`src/rtl/vtpd_pkg.sv`:
```
// Package for the vertex transform and perspective divide unit.
// Holds the word types, widths, register indexes and the clip helper.
// Depends on nothing; every other RTL file imports it.
`default_nettype none

package vtpd_pkg;

    localparam int CW        = 16;           // coordinate width, Q8.8 at 16
    localparam int FRAC      = 8;            // fraction bits of a coordinate
    localparam int COEF_W    = 16;           // coefficient width, Q4.12
    localparam int COEF_FRAC = 12;
    localparam int NUM_ROWS  = 4;
    localparam int CFG_W     = 64;
    localparam int CFG_IDX_W = 3;
    localparam int PW        = CW + COEF_W;  // one matrix product
    localparam int SW        = PW + 2;       // sum of four products
    localparam int MW        = 2 * CW + 1;   // product of two coordinates, negated
    localparam int QW        = CW + FRAC;    // dividend and quotient magnitude
    localparam int DW        = CW;           // divisor magnitude

    localparam logic signed [SW-1:0] SAT_HI = SW'((64'd1 << (CW - 1)) - 64'd1);
    localparam logic signed [SW-1:0] SAT_LO = -SAT_HI - SW'(1);
    localparam logic signed [CW-1:0] H_NEG_ONE = CW'(-(1 << FRAC));

    typedef enum logic [CFG_IDX_W-1:0] {
        REG_ROW0 = 3'd0,
        REG_ROW1 = 3'd1,
        REG_ROW2 = 3'd2,
        REG_ROW3 = 3'd3
    } reg_index_t;

    typedef struct packed {
        logic signed [CW-1:0] coord_x;
        logic signed [CW-1:0] coord_y;
        logic signed [CW-1:0] coord_z;
        logic signed [CW-1:0] coord_h;
    } vertex_t;

    typedef struct packed {
        logic signed [CW-1:0] out_x;
        logic signed [CW-1:0] out_y;
        logic signed [CW-1:0] out_z;
        logic                 saturated;
        logic                 divide_by_zero;
    } result_t;

    // Values that ride alongside the divider lanes.
    typedef struct packed {
        logic                 sign_x;
        logic                 sign_y;
        logic                 below;
        logic                 dz;
        logic                 sat;
        logic signed [CW-1:0] out_z;
        logic signed [CW-1:0] bel_x;
        logic signed [CW-1:0] bel_y;
    } side_t;

    typedef struct packed {
        logic signed [CW-1:0] val;
        logic                 sat;
    } clip_t;

    function automatic clip_t clip_coord(input logic signed [SW-1:0] v);
        clip_t r;
        r.sat = 1'b1;
        if (v > SAT_HI) begin
            r.val = CW'(SAT_HI);
        end else if (v < SAT_LO) begin
            r.val = CW'(SAT_LO);
        end else begin
            r.val = CW'(v);
            r.sat = 1'b0;
        end
        return r;
    endfunction

endpackage

`default_nettype wire

```
`src/rtl/vtpd_divider.sv`:
```
// Pipelined restoring divider, two lanes sharing one divisor, one quotient bit per stage.
// Carries a side word of flags and values next to the lanes. Uses vtpd_pkg.
`default_nettype none

module vtpd_divider
    import vtpd_pkg::*;
(
    input  wire logic          clk,
    input  wire logic          rst_n,
    input  wire logic          en,
    input  wire logic          in_valid,
    input  wire logic [QW-1:0] dividend_x,
    input  wire logic [QW-1:0] dividend_y,
    input  wire logic [DW-1:0] divisor,
    input  wire side_t         side_in,
    output logic               out_valid,
    output logic [QW-1:0]      quot_x,
    output logic [QW-1:0]      quot_y,
    output side_t              side_out
);

    logic          valid_reg [QW];
    logic [DW-1:0] d_reg     [QW];
    side_t         side_reg  [QW];
    logic [DW-1:0] rem_reg   [QW][2];
    logic [QW-1:0] dq_reg    [QW][2];

    logic [DW-1:0] rem_next  [QW][2];
    logic [QW-1:0] dq_next   [QW][2];

    always_comb
    begin
        logic [DW-1:0] rem_src;
        logic [QW-1:0] dq_src;
        logic [DW-1:0] d_src;
        logic [DW:0]   shifted;
        logic [DW+1:0] trial;
        int            kp;
        for (int k = 0; k < QW; k++) begin
            kp = (k == 0) ? 0 : k - 1;
            for (int l = 0; l < 2; l++) begin
                if (k == 0) begin
                    rem_src = '0;
                    dq_src  = (l == 0) ? dividend_x : dividend_y;
                    d_src   = divisor;
                end else begin
                    rem_src = rem_reg[kp][l];
                    dq_src  = dq_reg[kp][l];
                    d_src   = d_reg[kp];
                end
                shifted = {rem_src, dq_src[QW-1]};
                trial   = {1'b0, shifted} - {2'b00, d_src};
                if (!trial[DW+1]) begin
                    rem_next[k][l] = trial[DW-1:0];
                end else begin
                    rem_next[k][l] = shifted[DW-1:0];
                end
                dq_next[k][l] = {dq_src[QW-2:0], ~trial[DW+1]};
            end
        end
    end

    always_ff @(posedge clk or negedge rst_n)
    begin
        if (!rst_n) begin
            for (int k = 0; k < QW; k++) begin
                valid_reg[k] <= 1'b0;
            end
        end else if (en) begin
            valid_reg[0] <= in_valid;
            for (int k = 1; k < QW; k++) begin
                valid_reg[k] <= valid_reg[k-1];
            end
        end
    end

    always_ff @(posedge clk)
    begin
        if (en) begin
            d_reg[0]    <= divisor;
            side_reg[0] <= side_in;
            for (int k = 1; k < QW; k++) begin
                d_reg[k]    <= d_reg[k-1];
                side_reg[k] <= side_reg[k-1];
            end
            for (int k = 0; k < QW; k++) begin
                for (int l = 0; l < 2; l++) begin
                    rem_reg[k][l] <= rem_next[k][l];
                    dq_reg[k][l]  <= dq_next[k][l];
                end
            end
        end
    end

    assign out_valid = valid_reg[QW-1];
    assign quot_x    = dq_reg[QW-1][0];
    assign quot_y    = dq_reg[QW-1][1];
    assign side_out  = side_reg[QW-1];

endmodule

`default_nettype wire

```
`config.mk`:
```
export PLATFORM = sky130hd
export DESIGN_NAME = vtpd_divider
export DESIGN_NICKNAME = d
export VERILOG_FILES = /design/src/rtl/vtpd_pkg.sv /design/src/rtl/vtpd_divider.sv
export SDC_FILE = /design/constraint.sdc
export NUM_CORES = 2
export LEC_CHECK = 0
export ABC_CLOCK_PERIOD_IN_PS = 3400
export BUFFER_PORTS_ARGS = -buffer_cell sky130_fd_sc_hd__buf_2
export CORE_MARGIN = 3
export CORE_UTILIZATION = 45
export CTS_CLUSTER_DIAMETER = 50
export CTS_CLUSTER_SIZE = 10
export DETAILED_ROUTE_END_ITERATION = 10
export GPL_TIMING_DRIVEN = 0
export HOLD_SLACK_MARGIN = 0.05
export SKIP_CTS_REPAIR_TIMING = 1
export SYNTH_ARGS = -nofsm -noshare
export SYNTH_HDL_FRONTEND = slang
export SYNTH_SLANG_ARGS = --single-unit
```
`constraint.sdc`:
```
create_clock -name clk -period 3.4 [get_ports clk]
set_input_delay 0 -clock clk [delete_from_list [all_inputs] [get_ports clk]]
set_output_delay 0 -clock clk [all_outputs]
set_load 0.01 [all_outputs]
```
# Word level (Yosys, flattened, before mapping)
# Memory sizes are Yosys's and may differ from the RTL's.
# Index checks and enable logic that the tools add are counted.
[word_totals]
inputBits = 121
out_inout_bits = 102
mem_bits_rw = 3576
word_cells = 174
n_memories = 4
register_bits = 24
[mem_list]
columns = ["name", "words", "width", "rd", "rd_ports_with_merged_regs", "wr", "line", "source"]
rows = [
  ["side_reg", 24, 53, 24, 0, 24, "vtpd_divider.sv:24", "side_t side_reg [QW];"],
  ["dq_reg", 24, 48, 24, 0, 24, "vtpd_divider.sv:26", "logic [QW-1:0] dq_reg [QW][2];"],
  ["rem_reg", 24, 32, 23, 0, 24, "vtpd_divider.sv:25", "logic [DW-1:0] rem_reg [QW][2];"],
  ["d_reg", 24, 16, 23, 0, 24, "vtpd_divider.sv:23", "logic [DW-1:0] d_reg [QW];"],
]
[op_classes]
n_mux = 50
n_addsub = 48
bitwise_logic = 48
[op_table]
columns = ["cell", "count"]
rows = [
  ["$sub A17 B16 Y18", 46],
  ["$mux W16", 48],
  ["$not A1 Y1", 48],
  ["$sub A1 B16 Y17", 2],
  ["$mux W1", 2],
]

# Depth between registers and ports, before layout
# An unclocked memory read counts as a cell.
[logic_depth]
ltp_word = 3
depth_mapped = 13
depth_no_buf = 12

# Least setup slack after synthesis
# Ideal clock, no wire load.
[synth_timing]
path_type = "register -> register"
startpoint = "memory d_reg[7][17] (netlist bit)"
endpoint = "memory rem_reg[2][10] (netlist bit) (data pin)"
arrival_time_ps = 2829
setup_time_ps = 260
stages_incl_launch_ff = 12
t_required_ps = 3140
path_buffers = 1
slack_ps = 311
synth_period_minus_slack_ps = 3089
cell_sequence = "edfxtp_1 inv_1 ha_1 nor2b_1 o21ai_0 a211oi_1 or4_4 o21a_1 a22o_1 nor3_4 buf_8 mux2_4"
[synth_rtl]
columns = ["element", "line"]
rows = [
  ["from (decl)", "vtpd_divider.sv:23"],
  ["to (decl)", "vtpd_divider.sv:25"],
]

==> qor.yml <==
routing:
  routed.top_layer: "met4"
  antenna_left: 0
  route.detailed.drc: 0
  dr_total_vias: 77100
  drtIter0Drc: 5418
  met1_length_um: 130000
  wl_um: 283000
  vias_per_cell: 5.17
  post_drt_wl_per_cell_um: 19.0
  first_pass_iters: 6
  wl_met3_um: 11400
  dr_wl_met2_um: 132000
sta:
  clock_skew_ns: 0.0678
  setup_violations: 0
  worstMarginPinSlew_ns: 1.15
  fin_ws_ns: 0.0462
  tns_ns: 0
  max_clock_freq_mhz: 298
  final-hold-violation-count: 0
  maxSlewViolCount: 0
  max_slew_margin: 0.227
  min_period_over_period: 0.986
  min_period_ns: 3.35
die:
  die_w_um: 580
  io-pin-count: 223
  die_h_um: 580
  rows: 210
  dieArea_um2: 336000
  initial_core_util: 0.453
  core_um2: 327000
synth:
  syn_inst: 9311
  synth_top_family_by_area: "compound AO/OA/AOI/OAI gates"
  async_reset_ff_frac: 0.00676
  synthFlopType: "edfxtp_1"
  synthXorXnorAreaFrac: 0.0277
  synth_area_um2: 148000
  synth_compound_area_frac: 0.0815
  yosysTopAreaCell: "edfxtp_1"
  synthAdderAreaFrac: 0.0683
  yosys.area.top_type_share: 0.715
  synthMuxAreaShare: 0.0369
  synth-simple-area-share: 0.0434
  yosys_warnings: 0
  synth.area.top_cells: "edfxtp_1, ha_1, mux2_2"
  ys_types: 84
  synth_edf_count: 3528
  yosysSeqAreaShare: 0.719
  synth_seq_cells: 3552
  synth.avg_cell_area_um2: 15.9
pwr:
  power_frac_seq: 0.407
  finalPower_uw: 152000
  power_density_nw_per_um2: 873
  p_int_uw: 105000
  clock_power_share: 0.281
  p_leak_uw: 0.0646
  power_frac_comb: 0.312
  p_switching_uw: 46600
  p_sw_frac: 0.307
  vdd_ir_drop_max_uv: 554
hold_path:
  whs_path_depth: 4
  hold_path.class: "input pin to flip-flop"
critical_path:
  cp.depth: 11
  path_max_fanout: 10
  reg2reg_depth: 11
  cpPeakStageDelay_ns: 0.45
  path_cells: "inv_1 -> ha_1 -> o21a_1 -> o21ai_4 -> a211o_4 -> a21boi_1 -> a221o_1 -> a21oi_4 -> buf_12 -> buf_6 -> o31ai_1"
  cpLargestDelayFamily: "compound AO/OA/AOI/OAI gates"
  startpoint_type: "flip-flop"
  cp.buffers_inverters: 3
  crit_type: "flip-flop to flip-flop"
  required_ns: 4.07
  crit_arrival_ns: 4.02
  slowest_stage: "edfxtp_1"
  end_kind: "flip-flop"
cts:
  clk_pin_slew_worst_paths_ns: 0.05
  cts_made_buffers: 446
  insertion_delay_ns: 0.95
  clock-sinks: 3552
  clockBufferDepth: 4
  htree_levels: 5
  cts_root_buffer: "clkbuf_16"
  cts_tree: "yes"
global_route:
  antenna_found_initial: 2
  grt.total_usage: 0.160
  grt_pass1_vias: 77000
  grt_pass1_wl_um: 428000
  grt_max_degree: 188
  grt-ovfl-total: 0
final_layout:
  fin_nets: 11300
  area_growth_pct: 17.3
  utilization: 0.531
  final_cell_mix: "edfxtp_1, ha_1, inv_1"
  nFillCells: 26400
  final_common_cell: "edfxtp_1"
  largest_register_ffs: 1272
  drive_gt1_frac: 0.170
status:
  status: "complete, no violations"
run:
  maxCapViolCount: 0
place:
  gp_congestion: 0.871
  dp_hpwl_um: 193000
  portBuffers: 222
  preCtsSetupSlack_ns: -3.14
-- metrics by stage --
stage / hold slack, ns / cells / cell area, um^2
after floorplan: -0.296 / 9324 / 148000
after global placement: -0.0183 / 13900 / 155000
after detailed placement: 0.00323 / 13900 / 155000
after CTS: -1.06 / 14500 / 169000
after global routing: 0.100 / 14900 / 174000
final: 0.154 / 14900 / 174000
-- worst paths after layout --
kind                                          startpoint                         to  slack [ns]
worst max-delay path              d_reg[6][18]$_DFFE_PP_  rem_reg[1][203]$_DFFE_PP_        0.05
worst min-delay path                          divisor[0]   rem_reg[0][16]$_DFFE_PP_        0.15
worst max register to register    d_reg[6][18]$_DFFE_PP_  rem_reg[1][203]$_DFFE_PP_        0.05
worst min register to register  dq_reg[1][323]$_DFFE_PP_   dq_reg[1][372]$_DFFE_PP_        0.40
max in group asynchronous                          rst_n  valid_reg[22]$_DFFE_PN0P_        2.64
min in group asynchronous                          rst_n  valid_reg[11]$_DFFE_PN0P_        0.62
-- worst min-delay path, stage by stage --
cell and delay (ns):
dlygate4sd3_1 0.51, buf_2 0.14, ha_1 0.12, o21ai_0 0.10
-- routing by layer --
layer / vias up / global-route usage
li1: 37500 / -
met1: 37700 / 0.222
met2: 1374 / 0.258
met3: 551 / 0.0251
met4: 0 / 0.0549
met5: - / 0
-- power by group through the flow --
stage,Sequential (uW),Clock (uW),Combinational (uW)
6_report,61800,42600,47400
5_1_grt,62500,46000,52300
4_1_cts,61900,44200,44400
3_5_place_dp,62700,0,43900
3_3_place_gp,63400,0,38900
2_1_floorplan,60500,0,32600
-- cells by family after synthesis --
kind of cell,count (synthesis)
AND/OR/NAND/NOR,1353
buffers and inverters,796
XOR/XNOR,468
multiplexers,487
other,1
adder cells (fa/ha/maj),782
flip-flops,3552
AO/OA/AOI/OAI,1872
-- cells in the mapped netlist (23+ instances only) --
cell type / n
buf_4: 115
xor2_1: 184
o21a_1: 152
o31a_1: 36
edfxtp_1: 3528
o21ai_0: 370
a21oi_1: 597
nor3_1: 103
o211ai_1: 28
nand3_1: 66
mux2_2: 441
nand4_1: 23
a21o_1: 166
mux2i_1: 38
clkbuf_1: 60
fa_1: 44
nor2_1: 511
ha_1: 738
nor2b_1: 90
a211oi_1: 69
a31oi_1: 75
inv_1: 594
o31ai_1: 36
o21bai_1: 37
nand2_1: 283
and3_1: 34
xnor2_1: 284
a211o_1: 51
dfrtp_1: 24
nand2b_1: 121
-- final cells by class --
cell class / count / area, um^2 / area share
timing repair buffer: 612 / 5510 / 0.0317
antenna: 3 / 7.51 / 0.0000432
multi-input combinational: 4976 / 39500 / 0.227
clock buffer: 492 / 11400 / 0.0656
buffer: 198 / 1370 / 0.00788
sequential: 3552 / 107000 / 0.613
inverter: 594 / 2230 / 0.0128
clock inverter: 140 / 1850 / 0.0106
tap: 4346 / 5440 / 0.0313
Power figures use the tool's default switching activity.
